`src/rtl/core/efr_pkg.sv`:
```
// ----------------------------------------------------------------------------
// efr_pkg: shared types and constants of the escaped frame receiver
// Command format between the front and back parts, configuration record,
// register indexes and status codes.
// ----------------------------------------------------------------------------
package efr_pkg;

  localparam int unsigned ByteW           = 8;
  localparam int unsigned LenW            = 11;
  localparam int unsigned StatusW         = 3;
  localparam int unsigned CfgIdxW         = 3;
  localparam int unsigned MaxFrameDefault = 1000;

  // Register indexes of the configuration port
  localparam logic [CfgIdxW-1:0] CfgDelimiter   = 3'd0;
  localparam logic [CfgIdxW-1:0] CfgEscape      = 3'd1;
  localparam logic [CfgIdxW-1:0] CfgCodeDelim   = 3'd2;
  localparam logic [CfgIdxW-1:0] CfgCodeEscape  = 3'd3;
  localparam logic [CfgIdxW-1:0] CfgMainProto   = 3'd4;
  localparam logic [CfgIdxW-1:0] CfgExtraProto  = 3'd5;
  localparam logic [CfgIdxW-1:0] CfgMeterAddr   = 3'd6;

  // Register reset values
  localparam logic [ByteW-1:0] DelimiterReset  = 8'h7E;
  localparam logic [ByteW-1:0] EscapeReset     = 8'h7D;
  localparam logic [ByteW-1:0] CodeDelimReset  = 8'h5E;
  localparam logic [ByteW-1:0] CodeEscapeReset = 8'h5D;
  localparam logic [ByteW-1:0] MainProtoReset  = 8'h00;
  localparam logic [ByteW-1:0] ExtraProtoReset = 8'h01;
  localparam logic [ByteW-1:0] MeterAddrReset  = 8'h00;

  // Frame status codes
  localparam logic [StatusW-1:0] StOk    = 3'd0;
  localparam logic [StatusW-1:0] StProto = 3'd1;
  localparam logic [StatusW-1:0] StCsum  = 3'd2;
  localparam logic [StatusW-1:0] StAddr  = 3'd3;
  localparam logic [StatusW-1:0] StLong  = 3'd4;

  // Result kinds
  localparam logic KindPayload = 1'b0;
  localparam logic KindStatus  = 1'b1;

  typedef enum logic [1:0] {
    CmdOpen,
    CmdData,
    CmdClose,
    CmdLong
  } cmd_e;

  typedef struct packed {
    cmd_e             kind;
    logic [ByteW-1:0] data;
    logic             esc_pending;
    logic             proto_ok;
    logic [LenW-1:0]  length;
  } cmd_t;

  typedef struct packed {
    logic [ByteW-1:0] delimiter;
    logic [ByteW-1:0] escape;
    logic [ByteW-1:0] code_delim;
    logic [ByteW-1:0] code_escape;
    logic [ByteW-1:0] main_proto;
    logic [ByteW-1:0] extra_proto;
    logic [ByteW-1:0] meter_addr;
  } cfg_t;

endpackage

```
`src/rtl/core/escaped_frame_receiver.sv`:
```
// ----------------------------------------------------------------------------
// escaped_frame_receiver: byte-stuffed frame deframer with XOR checksum
// Hunts for the delimiter, undoes escape pairs, passes decoded payload bytes
// on and reports a status for each frame.
// ----------------------------------------------------------------------------
//
//  channel | direction | handshake                | payload
//  --------+-----------+--------------------------+------------------------------
//  in      | request   | in_valid_i / in_ready_o  | line_byte_i
//  out     | result    | out_valid_o / out_ready_i| item_kind_o, payload_byte_o,
//          |           |                          | frame_status_o, frame_length_o
//  cfg     | write     | cfg_valid_i / cfg_ready_o| cfg_index_i, cfg_data_i
//
//  One line byte is taken every cycle while the queue has room; the classifier is
//  combinational, so the command is written into the queue at the accepting edge
//  and moved into the output register as soon as that register is free or being
//  read. Results leave one per cycle while out_ready_i is high.
//  The two-entry command queue fills only while the result side stalls;
//  in_ready_o drops when it is full and rises in the cycle after the result side
//  frees a slot.
//  Reset clears the frame state and loads the register defaults; no sweep.
//  The configuration port is always ready.
//
module escaped_frame_receiver import efr_pkg::*; #(
  parameter int unsigned MaxFrame = MaxFrameDefault
) (
  input  logic               clk_i,
  input  logic               rst_ni,
  input  logic               in_valid_i,
  output logic               in_ready_o,
  input  logic [ByteW-1:0]   line_byte_i,
  output logic               out_valid_o,
  input  logic               out_ready_i,
  output logic               item_kind_o,
  output logic [ByteW-1:0]   payload_byte_o,
  output logic [StatusW-1:0] frame_status_o,
  output logic [LenW-1:0]    frame_length_o,
  input  logic               cfg_valid_i,
  output logic               cfg_ready_o,
  input  logic [CfgIdxW-1:0] cfg_index_i,
  input  logic [ByteW-1:0]   cfg_data_i
);

  cfg_t cfg_q, cfg_d;
  logic q_push_valid, q_push_ready, q_pop_valid, q_pop_ready;
  cmd_t q_push_cmd, q_pop_cmd;

  assign cfg_ready_o = 1'b1;

  // Register file: writes beyond the last index are dropped
  always_comb begin
    cfg_d = cfg_q;
    if (cfg_valid_i) begin
      case (cfg_index_i)
        CfgDelimiter:  cfg_d.delimiter   = cfg_data_i;
        CfgEscape:     cfg_d.escape      = cfg_data_i;
        CfgCodeDelim:  cfg_d.code_delim  = cfg_data_i;
        CfgCodeEscape: cfg_d.code_escape = cfg_data_i;
        CfgMainProto:  cfg_d.main_proto  = cfg_data_i;
        CfgExtraProto: cfg_d.extra_proto = cfg_data_i;
        CfgMeterAddr:  cfg_d.meter_addr  = cfg_data_i;
        default: begin
        end
      endcase
    end
  end

  always_ff @(posedge clk_i or negedge rst_ni) begin
    if (!rst_ni) begin
      cfg_q <= '{delimiter:   DelimiterReset,
                 escape:      EscapeReset,
                 code_delim:  CodeDelimReset,
                 code_escape: CodeEscapeReset,
                 main_proto:  MainProtoReset,
                 extra_proto: ExtraProtoReset,
                 meter_addr:  MeterAddrReset};
    end else begin
      cfg_q <= cfg_d;
    end
  end

  // Front: classify each line byte into a command
  efr_front #(
    .MaxFrame (MaxFrame)
  ) u_front (
    .clk_i        (clk_i),
    .rst_ni       (rst_ni),
    .cfg_i        (cfg_q),
    .in_valid_i   (in_valid_i),
    .in_ready_o   (in_ready_o),
    .line_byte_i  (line_byte_i),
    .q_ready_i    (q_push_ready),
    .push_valid_o (q_push_valid),
    .push_cmd_o   (q_push_cmd)
  );

  // Hold commands while the result side stalls
  efr_queue u_queue (
    .clk_i        (clk_i),
    .rst_ni       (rst_ni),
    .push_valid_i (q_push_valid),
    .push_ready_o (q_push_ready),
    .push_cmd_i   (q_push_cmd),
    .pop_valid_o  (q_pop_valid),
    .pop_ready_i  (q_pop_ready),
    .pop_cmd_o    (q_pop_cmd)
  );

  // Back: advance checksum and address check, register the result
  efr_back u_back (
    .clk_i          (clk_i),
    .rst_ni         (rst_ni),
    .meter_addr_i   (cfg_q.meter_addr),
    .pop_valid_i    (q_pop_valid),
    .pop_ready_o    (q_pop_ready),
    .pop_cmd_i      (q_pop_cmd),
    .out_valid_o    (out_valid_o),
    .out_ready_i    (out_ready_i),
    .item_kind_o    (item_kind_o),
    .payload_byte_o (payload_byte_o),
    .frame_status_o (frame_status_o),
    .frame_length_o (frame_length_o)
  );

endmodule

```
`src/rtl/core/efr_front.sv`:
```
// ----------------------------------------------------------------------------
// efr_front: line byte classifier
// Hunts for the delimiter, undoes escape pairs, counts raw bytes, checks the
// protocol id and issues one command per byte that needs back-end work.
// ----------------------------------------------------------------------------
module efr_front import efr_pkg::*; #(
  parameter int unsigned MaxFrame = MaxFrameDefault
) (
  input  logic             clk_i,
  input  logic             rst_ni,
  input  cfg_t             cfg_i,
  input  logic             in_valid_i,
  output logic             in_ready_o,
  input  logic [ByteW-1:0] line_byte_i,
  input  logic             q_ready_i,
  output logic             push_valid_o,
  output cmd_t             push_cmd_o
);

  logic            in_frame_q, in_frame_d;
  logic            esc_q, esc_d;
  logic            proto_q, proto_d;
  logic [LenW-1:0] raw_q, raw_d;
  logic            accept;

  assign in_ready_o = q_ready_i;
  assign accept     = in_valid_i && q_ready_i;

  always_comb begin
    in_frame_d   = in_frame_q;
    esc_d        = esc_q;
    proto_d      = proto_q;
    raw_d        = raw_q;
    push_valid_o = 1'b0;
    push_cmd_o   = '{kind: CmdData, data: '0, esc_pending: 1'b0,
                     proto_ok: 1'b0, length: '0};
    if (accept) begin
      if (!in_frame_q) begin
        if (line_byte_i == cfg_i.delimiter) begin
          in_frame_d        = 1'b1;
          esc_d             = 1'b0;
          proto_d           = 1'b0;
          raw_d             = LenW'(1);
          push_valid_o      = 1'b1;
          push_cmd_o.kind   = CmdOpen;
        end
      end else if (line_byte_i == cfg_i.delimiter) begin
        in_frame_d             = 1'b0;
        esc_d                  = 1'b0;
        push_valid_o           = 1'b1;
        push_cmd_o.kind        = CmdClose;
        push_cmd_o.esc_pending = esc_q;
        push_cmd_o.proto_ok    = proto_q;
        push_cmd_o.length      = raw_q + LenW'(1);
      end else if (raw_q >= LenW'(MaxFrame)) begin
        // cut the frame off at the length limit
        in_frame_d          = 1'b0;
        esc_d               = 1'b0;
        push_valid_o        = 1'b1;
        push_cmd_o.kind     = CmdLong;
        push_cmd_o.proto_ok = proto_q;
        push_cmd_o.length   = LenW'(MaxFrame + 1);
      end else begin
        raw_d = raw_q + LenW'(1);
        if (raw_q == LenW'(1)) begin
          proto_d = (line_byte_i == cfg_i.main_proto) ||
                    (line_byte_i == cfg_i.extra_proto);
        end
        if (esc_q) begin
          esc_d           = 1'b0;
          push_valid_o    = 1'b1;
          push_cmd_o.kind = CmdData;
          if (line_byte_i == cfg_i.code_delim) begin
            push_cmd_o.data = cfg_i.delimiter;
          end else if (line_byte_i == cfg_i.code_escape) begin
            push_cmd_o.data = cfg_i.escape;
          end else begin
            push_cmd_o.data = '0;
          end
        end else if (line_byte_i == cfg_i.escape) begin
          esc_d = 1'b1;
        end else begin
          push_valid_o    = 1'b1;
          push_cmd_o.kind = CmdData;
          push_cmd_o.data = line_byte_i;
        end
      end
    end
  end

  always_ff @(posedge clk_i or negedge rst_ni) begin
    if (!rst_ni) begin
      in_frame_q <= 1'b0;
      esc_q      <= 1'b0;
      proto_q    <= 1'b0;
      raw_q      <= '0;
    end else begin
      in_frame_q <= in_frame_d;
      esc_q      <= esc_d;
      proto_q    <= proto_d;
      raw_q      <= raw_d;
    end
  end

endmodule

```
`src/rtl/core/efr_queue.sv`:
```
// ----------------------------------------------------------------------------
// efr_queue: two-entry command queue
// Decouples the classifier from the result formatter.
// ----------------------------------------------------------------------------
module efr_queue import efr_pkg::*; (
  input  logic clk_i,
  input  logic rst_ni,
  input  logic push_valid_i,
  output logic push_ready_o,
  input  cmd_t push_cmd_i,
  output logic pop_valid_o,
  input  logic pop_ready_i,
  output cmd_t pop_cmd_o
);

  cmd_t       mem_q [2];
  logic       wr_ptr_q, wr_ptr_d;
  logic       rd_ptr_q, rd_ptr_d;
  logic [1:0] count_q, count_d;
  logic       push, pop;

  assign push_ready_o = (count_q != 2'd2);
  assign pop_valid_o  = (count_q != 2'd0);
  assign push         = push_valid_i && push_ready_o;
  assign pop          = pop_valid_o && pop_ready_i;
  assign pop_cmd_o    = mem_q[rd_ptr_q];

  always_comb begin
    wr_ptr_d = push ? ~wr_ptr_q : wr_ptr_q;
    rd_ptr_d = pop ? ~rd_ptr_q : rd_ptr_q;
    count_d  = count_q;
    if (push && !pop) begin
      count_d = count_q + 2'd1;
    end else if (pop && !push) begin
      count_d = count_q - 2'd1;
    end
  end

  always_ff @(posedge clk_i) begin
    if (push) begin
      mem_q[wr_ptr_q] <= push_cmd_i;
    end
  end

  always_ff @(posedge clk_i or negedge rst_ni) begin
    if (!rst_ni) begin
      wr_ptr_q <= 1'b0;
      rd_ptr_q <= 1'b0;
      count_q  <= '0;
    end else begin
      wr_ptr_q <= wr_ptr_d;
      rd_ptr_q <= rd_ptr_d;
      count_q  <= count_d;
    end
  end

  a_count_range : assert property (@(posedge clk_i) disable iff (!rst_ni)
    count_q != 2'd3)
    else $error("queue fill count out of range");

  a_ptr_track : assert property (@(posedge clk_i) disable iff (!rst_ni)
    (count_q == 2'd0 || count_q == 2'd2) |-> (wr_ptr_q == rd_ptr_q))
    else $error("queue pointers disagree with fill count");

  a_fill_step : assert property (@(posedge clk_i) disable iff (!rst_ni)
    (push && !pop) |=> (count_q == $past(count_q) + 2'd1))
    else $error("queue fill count missed a request");

endmodule

```
`src/rtl/core/efr_back.sv`:
```
// ----------------------------------------------------------------------------
// efr_back: checksum, address check and result formatter
// Runs the XOR checksum and payload count, and registers each result.
// ----------------------------------------------------------------------------
module efr_back import efr_pkg::*; (
  input  logic               clk_i,
  input  logic               rst_ni,
  input  logic [ByteW-1:0]   meter_addr_i,
  input  logic               pop_valid_i,
  output logic               pop_ready_o,
  input  cmd_t               pop_cmd_i,
  output logic               out_valid_o,
  input  logic               out_ready_i,
  output logic               item_kind_o,
  output logic [ByteW-1:0]   payload_byte_o,
  output logic [StatusW-1:0] frame_status_o,
  output logic [LenW-1:0]    frame_length_o
);

  // payload count saturates at three: only zero and two matter
  logic [ByteW-1:0]   xor_q, xor_d;
  logic [1:0]         cnt_q, cnt_d;
  logic               addr_ok_q, addr_ok_d;
  logic               valid_q, valid_d;
  logic               kind_q, kind_d;
  logic [ByteW-1:0]   pay_q, pay_d;
  logic [StatusW-1:0] st_q, st_d;
  logic [LenW-1:0]    len_q, len_d;
  logic               pop;
  logic [ByteW-1:0]   take_byte;
  logic               take;

  assign pop_ready_o = !valid_q || out_ready_i;
  assign pop         = pop_valid_i && pop_ready_o;

  // a pending escape before the closing delimiter counts as a zero byte
  assign take      = pop && ((pop_cmd_i.kind == CmdData) ||
                             (pop_cmd_i.kind == CmdClose && pop_cmd_i.esc_pending));
  assign take_byte = (pop_cmd_i.kind == CmdData) ? pop_cmd_i.data : '0;

  always_comb begin
    xor_d     = xor_q;
    cnt_d     = cnt_q;
    addr_ok_d = addr_ok_q;
    if (take) begin
      if (cnt_q == 2'd2) begin
        addr_ok_d = (take_byte == meter_addr_i);
      end
      xor_d = xor_q ^ take_byte;
      if (cnt_q != 2'd3) begin
        cnt_d = cnt_q + 2'd1;
      end
    end
    if (pop && pop_cmd_i.kind == CmdOpen) begin
      xor_d     = '0;
      cnt_d     = '0;
      addr_ok_d = 1'b0;
    end
  end

  always_comb begin
    valid_d = valid_q && !out_ready_i;
    kind_d  = kind_q;
    pay_d   = pay_q;
    st_d    = st_q;
    len_d   = len_q;
    if (pop) begin
      case (pop_cmd_i.kind)
        CmdData: begin
          valid_d = 1'b1;
          kind_d  = KindPayload;
          pay_d   = pop_cmd_i.data;
          st_d    = StOk;
          len_d   = '0;
        end
        CmdClose: begin
          valid_d = 1'b1;
          kind_d  = KindStatus;
          pay_d   = '0;
          len_d   = pop_cmd_i.length;
          if (!pop_cmd_i.proto_ok) begin
            st_d = StProto;
          end else if (cnt_d == 2'd0 || xor_d != '0) begin
            st_d = StCsum;
          end else if (!addr_ok_d) begin
            st_d = StAddr;
          end else begin
            st_d = StOk;
          end
        end
        CmdLong: begin
          valid_d = 1'b1;
          kind_d  = KindStatus;
          pay_d   = '0;
          st_d    = pop_cmd_i.proto_ok ? StLong : StProto;
          len_d   = pop_cmd_i.length;
        end
        default: begin
        end
      endcase
    end
  end

  always_ff @(posedge clk_i or negedge rst_ni) begin
    if (!rst_ni) begin
      xor_q     <= '0;
      cnt_q     <= '0;
      addr_ok_q <= 1'b0;
      valid_q   <= 1'b0;
    end else begin
      xor_q     <= xor_d;
      cnt_q     <= cnt_d;
      addr_ok_q <= addr_ok_d;
      valid_q   <= valid_d;
    end
  end

  always_ff @(posedge clk_i) begin
    kind_q <= kind_d;
    pay_q  <= pay_d;
    st_q   <= st_d;
    len_q  <= len_d;
  end

  assign out_valid_o    = valid_q;
  assign item_kind_o    = kind_q;
  assign payload_byte_o = pay_q;
  assign frame_status_o = st_q;
  assign frame_length_o = len_q;

endmodule

```
`config.mk`:
```
export PLATFORM = sky130hd
export DESIGN_NAME = escaped_frame_receiver
export DESIGN_NICKNAME = d
export VERILOG_FILES = /design/src/rtl/core/efr_pkg.sv /design/src/rtl/core/escaped_frame_receiver.sv /design/src/rtl/core/efr_front.sv /design/src/rtl/core/efr_queue.sv /design/src/rtl/core/efr_back.sv
export SDC_FILE = /design/constraint.sdc
export NUM_CORES = 1
export LEC_CHECK = 0
export BUFFER_PORTS_ARGS = -buffer_cell sky130_fd_sc_hd__buf_2
export CORE_MARGIN = 5
export CORE_UTILIZATION = 25
export DETAILED_ROUTE_END_ITERATION = 10
export PLACE_DENSITY = 0.5
export SLEW_MARGIN = 20
export SYNTH_ARGS = -nofsm -noshare
export SYNTH_HDL_FRONTEND = slang
export SYNTH_SLANG_ARGS = --single-unit
```
`constraint.sdc`:
```
create_clock -name clk_i -period 3.73 [get_ports clk_i]
set_input_delay 0.9325 -clock clk_i [delete_from_list [all_inputs] [get_ports clk_i]]
set_output_delay 0.9325 -clock clk_i [all_outputs]
set_load 0.02 [all_outputs]
```
* After elaboration in Yosys (flattened, before gate mapping)
Memories as Yosys holds them, arrays and structs flattened.
Index checks and enable logic that the tools add are counted.
** Storage, ports and cells
- Bits in registers :: 109
- Memory bits (writable) :: 46
- Bits of input ports :: 24
- Output and inout bits :: 26
- Memories :: 1
** Cells by class
- Add/subtract/negate cells :: 4
- Order comparisons :: 1
- Equal/unequal tests :: 22
- Multiplexer cells :: 62
- Bitwise gates (word level) :: 3
- Reductions and logical operators :: 41
** Memories
- u_queue.mem_q :: depth 2, width 23, rd ports 1, clocked after memory_dff 0, wr ports 1, RTL line efr_queue.sv:16 : cmd_t mem_q [2];
** Operators with widths (number)
- 8-bit 2-to-1 mux :: 8
- 8-bit == test :: 7
- 11-bit 2-to-1 mux :: 4
- 1-bit 2-to-1 mux :: 29
- 12-bit 2-to-1 mux :: 2
- 23-bit 2-to-1 mux :: 1
- 11-bit one-hot mux with 2 select lines :: 1
- 21-bit 2-to-1 mux :: 1
- 2-bit AND reduction :: 10
- 2-bit 2-to-1 mux :: 9
- 8-bit one-hot mux with 2 select lines :: 1
- 11-bit by 1-bit adder with 11-bit output, second input constant :: 1
- 11-bit by 1-bit == test with 1-bit output, second input constant :: 1
- 11-bit by 10-bit greater-or-equal comparator with 1-bit output, second input constant :: 1
- 10-bit 2-to-1 mux :: 1
- 2-bit nonzero test :: 5
- 3-bit == test, second input constant :: 3
- 1-bit logical AND :: 9
- 3-bit 2-to-1 mux :: 3
- 3-bit one-hot mux with 3 select lines :: 1
- 8-bit nonzero test :: 1
- 8-bit XOR :: 1
- 2-bit == test, second input constant :: 3
- 3-bit by 2-bit == test with 1-bit output, second input constant :: 2
- 17 further kinds :: 28

* Logic depth before layout (Yosys ltp)
Gate-level depths: netlist of run 1.
- Depth in word-level cells :: 12
- Depth in mapped cells :: 11
- Depth with buffers taken out :: 9

* Modules after synthesis
From an unflattened synthesis of run 1, not the netlist that was laid out.
** Second synthesis, totals
- Cell total of the unflattened synthesis :: 612
- Area total of the unflattened synthesis :: 7943.9 µm²
** By module, submodules not included
- escaped_frame_receiver :: times used 1, cells an instance 128, area each 2187.1 µm²
- efr_queue :: times used 1, cells an instance 90, area each 1959.4 µm²
- efr_back :: times used 1, cells an instance 171, area each 1914.3 µm²
- efr_front :: times used 1, cells an instance 223, area each 1883.1 µm²

* Least setup slack after synthesis of run 1
OpenSTA, ideal clock, no wires.
- Kind :: input to register
- From :: input line_byte_i[2]
- To :: memory u_queue.mem_q[0][0] in the netlist's numbering (enable)
- Arrival :: 3.135 ns
- Data required time :: 3.325 ns
- Path slack :: 0.189 ns
- Cell stages on the path :: 7
- Buffers on the path :: 1
- Cells stage by stage :: buf_2 -> xnor2_1 -> nand4_1 -> nor2_1 -> inv_1 -> a21oi_1 -> nor2b_1
** Between the ends
- Word-level cells in the longest chain between the ends :: 10
** Ends and longest elaborated chain
- start, declared :: RTL line escaped_frame_receiver.sv:31 : input logic [ByteW-1:0] line_byte_i,
- 8-bit == test :: RTL line efr_front.sv:80 : end else if (line_byte_i == cfg_i.escape) begin
- 1-bit 2-to-1 mux :: RTL line efr_front.sv:80
- 1-bit 2-to-1 mux :: RTL line efr_front.sv:69 : if (esc_q) begin
- 1-bit 2-to-1 mux :: RTL line efr_front.sv:55 : end else if (raw_q >= LenW'(MaxFrame)) begin
- 1-bit 2-to-1 mux :: RTL line efr_front.sv:47 : end else if (line_byte_i == cfg_i.delimiter) begin
- 1-bit 2-to-1 mux (*) :: RTL line efr_front.sv:38 : if (!in_frame_q) begin
- 1-bit 2-to-1 mux (*) :: RTL line efr_front.sv:37 : if (accept) begin
- 1-bit logical AND (*) :: RTL line efr_queue.sv:24 : assign push = push_valid_i && push_ready_o;
- 1-bit 2-to-1 mux (*) :: RTL line efr_queue.sv:40 : if (push) begin
- 1-bit 2-to-1 mux (implied by the code) (*) :: RTL line efr_queue.sv:41 : mem_q[wr_ptr_q] <= push_cmd_i;
- end, declared :: RTL line efr_queue.sv:16
Every way passes the cells marked *; elsewhere a longest branch is shown, timed or not.

* Final worst setup path of run 1
- From :: register u_queue.rd_ptr_q
- To :: register u_back.st_q[0], in the netlist u_back.frame_status_o[0] (data pin)
** RTL lines
- start, declared :: RTL line efr_queue.sv:18 : logic rd_ptr_q, rd_ptr_d;
- start signal, assigned :: RTL line efr_queue.sv:52 : rd_ptr_q <= rd_ptr_d;
- memory read 2 x 23 bit (*)
- 2-bit by 1-bit == test with 1-bit output / 2-bit == test (equally long branches) :: RTL line efr_back.sv:37, efr_back.sv:39, efr_back.sv:38
- 8-bit 2-to-1 mux / 1-bit logical AND (equally long branches) :: RTL line efr_back.sv:39, efr_back.sv:38
- 8-bit == test / 1-bit logical OR (equally long branches) :: RTL line efr_back.sv:47, efr_back.sv:37
- 1-bit 2-to-1 mux / 1-bit logical AND (equally long branches) :: RTL line efr_back.sv:46, efr_back.sv:37
- 1-bit 2-to-1 mux :: RTL line efr_back.sv:45 : if (take) begin
- 1-bit 2-to-1 mux (*) :: RTL line efr_back.sv:54 : if (pop && pop_cmd_i.kind == CmdOpen) begin
- named net u_back.addr_ok_d :: RTL line efr_back.sv:23 : logic addr_ok_q, addr_ok_d;
- 2-bit 2-to-1 mux (*) :: RTL line efr_back.sv:85 : end else if (!addr_ok_d) begin
- 3-bit 2-to-1 mux (*) :: RTL line efr_back.sv:83 : end else if (cnt_d == 2'd0 || xor_d != '0) begin
- 3-bit 2-to-1 mux (*) :: RTL line efr_back.sv:81 : if (!pop_cmd_i.proto_ok) begin
- 3-bit one-hot mux with 3 select lines (*) :: RTL line efr_back.sv:68 : case (pop_cmd_i.kind)
- end signal, assigned :: RTL line efr_back.sv:121 : st_q <= st_d;
- end, declared :: RTL line efr_back.sv:27 : logic [StatusW-1:0] st_q, st_d;
Mark *: on every way through the listed nets, which the timed path passes. The rest lies on a longest branch.
A chain may end at the register's enable or synchronous reset.

==> run_results.csv, run 1 <==
group,metric,value,unit
run_status,status,"finished clean",
routing,drtIter0Drc,240,
worst_setup_path,slowest_stage,"dfrtp_2",
final_layout,stdcell_area,8950,um^2
worst_setup_path,r2r_start,"u_queue.rd_ptr_q$_DFFE_PN0N_",
placement,post-dp-hpwl,12.4,mm
worst_setup_path,crit_chain,"mux2_2 -> and2_1 -> o2111ai_1 -> o211a_1 -> or4_4 -> a211oi_4 -> o41ai_1",
synthesis,synth-seq-cells,155,
timing,slew_viol_final,0,
worst_setup_path,regToRegEndpoint,"u_back.frame_status_o[0]$_DFFE_PP_",
routing,wire_per_inst,15.7,um
placement,placed_area,8330,um^2
worst_setup_path,end_kind,"flop",
placement,post-place-cells,1046,
routing,viasPerCell,4.42,
die,start_util,25.1,%
timing,grt_setup_unrepaired,"no",
worst_setup_path,crit_type,"reg2reg",
timing,fmax,0.346,GHz
die,dieArea,34100,um^2
worst_setup_path,rr_worst_depth,7,
global_routing,grt_usage,10.5,%
timing,worstMarginPinSlew,828,ps
worst_setup_path,cp_data_required_time,3900,ps
clocking,clockRootBuffer,"clkbuf_16",
global_routing,grt_pass1_wl,28.1,mm
power_and_ir_drop,power.density,716,nW/um^2
final_layout,finalCoreUtilization,29.5,%
synthesis,synth_cell_type_count,65,
routing,drt-total-wl,17.0,mm
clocking,numCtsBuffers,17,
power_and_ir_drop,leakagePower,3.41,nW
timing,fin_tns_setup,0,ps
timing,setup_viol,0,
placement,gp_congestion,0.738,
clocking,tritoncts,"done",
synthesis,async_flop_share,55.5,%
hold_path,min_path_cells,1,
worst_setup_path,critPathMaxFanout,29,
clocking,post_cts_resized,0,
placement,port_buffers,48,
timing,final_hold_viol_count,0,
synthesis,synthesis.nets,643,
hold_path,min_to,"u_back.xor_q[0]$_DFF_PN0_",
timing,final.min_clock_period,2890,ps
routing,first_pass_iters,4,
hold_path,hold_class,"reg2reg",
final_layout,final_nets,698,
synthesis,syn_area,7630,um^2
synthesis,synthCells,614,
clocking,cts-htree-levels,4,
final_layout,antenna_cells,0,
global_routing,grt_pass1_vias,4958,
synthesis,syn_avg_cell_area,12.4,um^2
routing,via_count,4766,
synthesis,ys_warn_count,0,
power_and_ir_drop,total_power,6.41,mW
final_layout,fill_cells,3112,
worst_setup_path,critPathMaxStageDelay,770,ps
routing,postRouteAntennaNets,0,
die,fp.coreArea,30300,um^2
clocking,ctsHoldBuffers,0,
clocking,clkTransAtPathRegs,70,ps
global_routing,antenna_found_initial,0,
power_and_ir_drop,peakVddDrop,0.247,mV
die,die_h,185,um
synthesis,synth_ff_type,"edfxtp_1",
timing,layout_setup_ws,836,ps
global_routing,grt_max_degree,58,
worst_setup_path,arrival,3060,ps
clocking,post_cts_buffers,0,
timing,skew,17.2,ps
worst_setup_path,start_kind,"flop",
hold_path,hold_start,"u_back.xor_q[0]$_DFF_PN0_",
worst_setup_path,reg2reg_slack,840,ps
final_layout,drive_gt1_share,30.4,%
synthesis,synth_edf_count,69,
final_layout,multiInputGateArea,3160,um^2
synthesis,seq_area_frac_synth,55.7,%
global_routing,gr-total-overflow,0,
final_layout,layout.area.seq,4250,um^2
clocking,clk_path_buf_depth,2,
die,rows,64,
routing,drcViolationCount,0,
final_layout,layout.cells.non_filler,1078,
clocking,clk_latency,430,ps
timing,hold_slack,468,ps
die,fp.dieW,185,um
worst_setup_path,path_buf_inv,0,
timing,finalCritPeriodShare,77.6,%
placement,pre_cts_ws,338,ps
clocking,clock-sinks,155,
run,drv_cap,0,
worst_setup_path,crit_family,"flip-flops",
timing,relSlewSlack,44.5,%
final_layout,synthToLayoutAreaGrowth,17.3,%
die,io_pins,50,
## layout make-up
type / instances / share of cell area (%)
timing repair buffer: 64 / 4.05
multi-input combinational: 414 / 35.3
tap: 396 / 5.54
sequential: 155 / 47.5
clock buffer: 17 / 4.75
clock inverter: 15 / 2.14
inverter: 17 / 0.713
## flip-flops by register name, indices dropped and copies added (netlist names), 2 cells and up
register,count
u_back.frame_length_o,11
u_back.xor_q,8
u_back.cnt_q,2
u_queue.count_q,2
u_back.frame_status_o,3
cfg_q,56
u_queue.mem_q,46
u_back.payload_byte_o,8
u_front.raw_q,11
## cells by family after synthesis
logic type	count (synthesis)	synth area share, %
simple gates	167	12.0
buf+inv	45	3.05
flops	155	55.7
mux	78	11.3
fa+ha+maj	5	0.820
xor+xnor	67	7.69
other cells	1	0.0491
compound gates	96	9.36
## worst max-delay path by stage
stage,from,end,slack (ps),cells after the start
floorplan,line_byte_i[2],u_queue.mem_q[0][0]$_DFFE_PP_,190,7
global placement,line_byte_i[7],u_queue.mem_q[0][3]$_DFFE_PP_,280,7
detailed placement,line_byte_i[7],u_queue.mem_q[1][7]$_DFFE_PP_,340,7
CTS,line_byte_i[7],u_queue.mem_q[1][2]$_DFFE_PP_,790,7
global route,u_queue.rd_ptr_q$_DFFE_PN0N_,u_back.frame_status_o[1]$_DFFE_PP_,600,8
finish,u_queue.rd_ptr_q$_DFFE_PN0N_,u_back.frame_status_o[0]$_DFFE_PP_,840,7
## layout by cell type (no fill, tap or decap), drive strengths merged, types with 4 or more instances in the layout
cell type	n
edfxtp	69
nand3b	4
nand2	32
mux2i	14
xor2	10
nor2b	10
nor3b	5
inv	26
and3	6
mux2	64
o21a	4
nor2	43
nand2b	10
a22oi	6
buf	64
and2	7
dfstp	23
dfrtp	63
o21ai	17
a21o	8
a211oi	9
nand4	13
o32ai	5
clkinv	6
nor3	11
a21oi	23
a31oi	5
ha	5
clkbuf	17
nand3	8
xnor2	57
## routing by layer
metal | GRT usage, % | wire [um]
met1 | 14.3 | 8050
met2 | 17.0 | 8210
met3 | 2.19 | 536
met4 | 3.08 | 170
met5 | 0 | 0
## where the power goes
part           switching [mW]  internal (mW)  leakage, nW
registers               0.346           2.41         1.67
logic                    1.09          0.782         1.44
clock network           0.857          0.921        0.299
total                    2.30           4.11         3.41
## Yosys cell counts (all sizes together) (2+ instances only)
cell type	number	area [um^2]
clkbuf	8	30.0
or2	3	18.8
dfrtp	63	1580
nand3	8	40.0
o31ai	2	15.0
mux2	64	724
mux2i	14	140
nor3b	5	42.5
dfstp	23	604
and2	7	43.8
nand2b	10	62.6
nand4b	3	26.3
a211oi	9	80.1
a21oi	23	115
a31oi	5	31.3
a21o	8	60.1
a22o	3	26.3
o2111ai	2	17.5
or3	2	12.5
o2111a	2	22.5
o22ai	2	12.5
ha	5	62.6
o32ai	5	96.3
o21ai	17	85.1
xnor2	57	499
o211ai	2	15.0
xor2	10	87.6
inv	17	63.8
a22oi	6	45.0
and3	6	37.5
nor4	3	18.8
nand4	13	81.3
nand2	32	128
nor3	11	77.6
nand3b	4	30.0
o21a	4	30.0
buf	20	139
nor2	43	161
nor2b	10	62.6
edfxtp	69	2070
o211a	2	20.0
or4	3	26.3
## worst register-to-register path, delay by kind of cell (launching register included)
kind             cells  cell delay (ps)
flip-flops           1              770
AND/OR/NAND/NOR      2              720
multiplexers         1              460
AO/OA/AOI/OAI        4              690
No activity file was read; power rests on OpenSTA's default activity.
==> run 2: changes to the inputs <==
==> constraint.sdc (replaced) <==
create_clock -name clk_i -period 3 [get_ports clk_i]
set_input_delay 0.75 -clock clk_i [delete_from_list [all_inputs] [get_ports clk_i]]
set_output_delay 0.75 -clock clk_i [all_outputs]
set_load 0.02 [all_outputs]
==> run 2 against run 1 <==
  * Critical path depth rose by 1
  * Sequential cell count is the same
  * Clock skew is 3.0 ps lower
  * Sequential share of layout area shrank 0.51 points
  * Combinational power grew 28%
  * Fmax up 4.1%
  * Via count grew 1.7%
==> run_results.csv, run 2 (synthesis results as in run 1) <==
group,metric,value,unit
worst_setup_path,start_kind,"flop",
timing,skew,14.2,ps
placement,port_buffers,48,
final_layout,layout_commonest_cell,"edfxtp_1",
clocking,clock-sinks,155,
worst_setup_path,cp_data_required_time,3180,ps
power_and_ir_drop,p_sw,2.82,mW
die,fp.coreArea,30300,um^2
final_layout,synthToLayoutAreaGrowth,18.6,%
final_layout,final_cell_mix,"69 x edfxtp_1, 63 x mux2_2, 62 x dfrtp_1",
worst_setup_path,arrival,2960,ps
final_layout,antenna_cells,0,
final_layout,drive_gt1_share,31.6,%
timing,final_hold_viol_count,0,
timing,final.min_clock_period,2780,ps
timing,setup_viol,0,
routing,via_count,4846,
clocking,numCtsBuffers,17,
timing,fmax,0.360,GHz
clocking,clk_path_buf_depth,2,
power_and_ir_drop,seqPwrFrac,42.8,%
timing,relSlewSlack,41.7,%
final_layout,final_nets,713,
routing,postRouteAntennaNets,0,
timing,slew_viol_final,0,
global_routing,gr-total-overflow,0,
run_status,status,"finished clean",
timing,grt_setup_unrepaired,"no",
worst_setup_path,r2r_start,"u_queue.rd_ptr_q$_DFFE_PN0N_",
power_and_ir_drop,peakVddDrop,0.338,mV
die,start_util,25.1,%
placement,gp_congestion,0.739,
clocking,clockRootBuffer,"clkbuf_16",
final_layout,fill_cells,3123,
power_and_ir_drop,switching_share,35.4,%
power_and_ir_drop,total_power,7.96,mW
final_layout,top_regs,"cfg_q (56), u_queue.mem_q (46)",
power_and_ir_drop,leakagePower,3.48,nW
die,io_pins,50,
final_layout,largest_reg_flops,56,
worst_setup_path,reg2reg_slack,220,ps
global_routing,grt_max_degree,40,
clocking,tritoncts,"done",
final_layout,regMostFlops,"cfg_q",
worst_setup_path,crit_type,"reg2reg",
clocking,clk_latency,430,ps
run,drv_cap,0,
routing,wire_per_inst,15.7,um
clocking,ctsHoldBuffers,0,
die,die_h,185,um
worst_setup_path,critPathMaxFanout,18,
global_routing,grt_pass1_vias,4932,
clocking,post_cts_buffers,0,
global_routing,antenna_found_initial,0,
die,fp.dieW,185,um
die,rows,64,
final_layout,finalCoreUtilization,29.8,%
die,dieArea,34100,um^2
power_and_ir_drop,p_clk_share,27.0,%
placement,post-dp-hpwl,12.5,mm
routing,viasPerCell,4.43,
routing,drtIter0Drc,185,
hold_path,hold_class,"in2async",
routing,drt-total-wl,17.2,mm
power_and_ir_drop,power.density,880,nW/um^2
worst_setup_path,rr_worst_depth,8,
global_routing,grt_pass1_wl,28.0,mm
worst_setup_path,crit_start,"u_queue.rd_ptr_q$_DFFE_PN0N_",
timing,worstMarginPinSlew,874,ps
worst_setup_path,end_kind,"flop",
routing,first_pass_iters,4,
clocking,cts-htree-levels,4,
final_layout,stdcell_area,9050,um^2
routing,drcViolationCount,0,
worst_setup_path,regToRegEndpoint,"u_back.frame_status_o[0]$_DFFE_PP_",
placement,placed_area,8450,um^2
clocking,post_cts_resized,0,
clocking,clkTransAtPathRegs,70,ps
global_routing,grt_usage,10.5,%
power_and_ir_drop,intPower,5.14,mW
timing,finalCritPeriodShare,92.6,%
power_and_ir_drop,combPwrFrac,30.2,%
run 2: changes by cell type in the layout (fill, tap and decap cells not counted), sizes merged:
| cell | before | now |
|---|---|---|
| buf | 64 | 79 |
| clkinv | 6 | 5 |
| inv | 26 | 27 |
run 2: final cells by class:
class / instances / area [um^2] / share of cell area [%]
well taps: 396 / 495 / 5.48
repair buffers: 79 / 488 / 5.39
multi-input cells: 414 / 3150 / 34.8
flip-flops and latches: 155 / 4250 / 47.0
inverters: 17 / 63.8 / 0.705
clock buffers: 17 / 425 / 4.70
clock inverters: 15 / 169 / 1.87
run 2: critical path, cell delays in order (launching register included):
cell and delay, ps:
dfrtp_2 650, buf_4 240, nand2_2 60, o32ai_2 290, o2111ai_1 210, o211a_1 190, or4_4 510, a211oi_4 270
o41ai_1 110
run 2: power by group through the flow:
stage                     combinational (mW)  sequential, mW  clock (mW)
after floorplan                         1.66            3.51           0
after global placement                  2.44            3.45           0
after detailed placement                2.45            3.46           0
after CTS                               2.46            3.42        2.22
after global routing                    2.66            3.49        2.31
final                                   2.40            3.40        2.15
run 2: stage by stage:
stage | hold slack (ps) | worst slack (ps) | setup TNS [ps] | cells
floorplan | 434 | 57.2 | 0 | 614
global placement | 444 | -59.9 | -1360 | 1061
detailed placement | 453 | 138 | 0 | 1061
CTS | 294 | 185 | 0 | 1093
global route | 316 | 2.84 | 0 | 1093
finish | 290 | 221 | 0 | 1093
run 2: worst max path at each step:
stage                                              end  slack, ps
floorplan                u_queue.mem_q[0][0]$_DFFE_PP_         60
global placement         u_queue.mem_q[0][7]$_DFFE_PP_        -60
detailed placement      u_queue.count_q[1]$_DFFE_PN0P_        140
CTS                 u_back.frame_status_o[0]$_DFFE_PP_        180
global route        u_back.frame_status_o[0]$_DFFE_PP_          3
finish              u_back.frame_status_o[0]$_DFFE_PP_        220
run 2: layer usage:
metal / GRT usage, % / up-vias / share of wire, %
met5: 0 / - / 0
met4: 2.82 / 0 / 1.2
met3: 1.93 / 14 / 3.2
met2: 17.3 / 69 / 48
met1: 14.2 / 2396 / 47
li1: - / 2367 / -
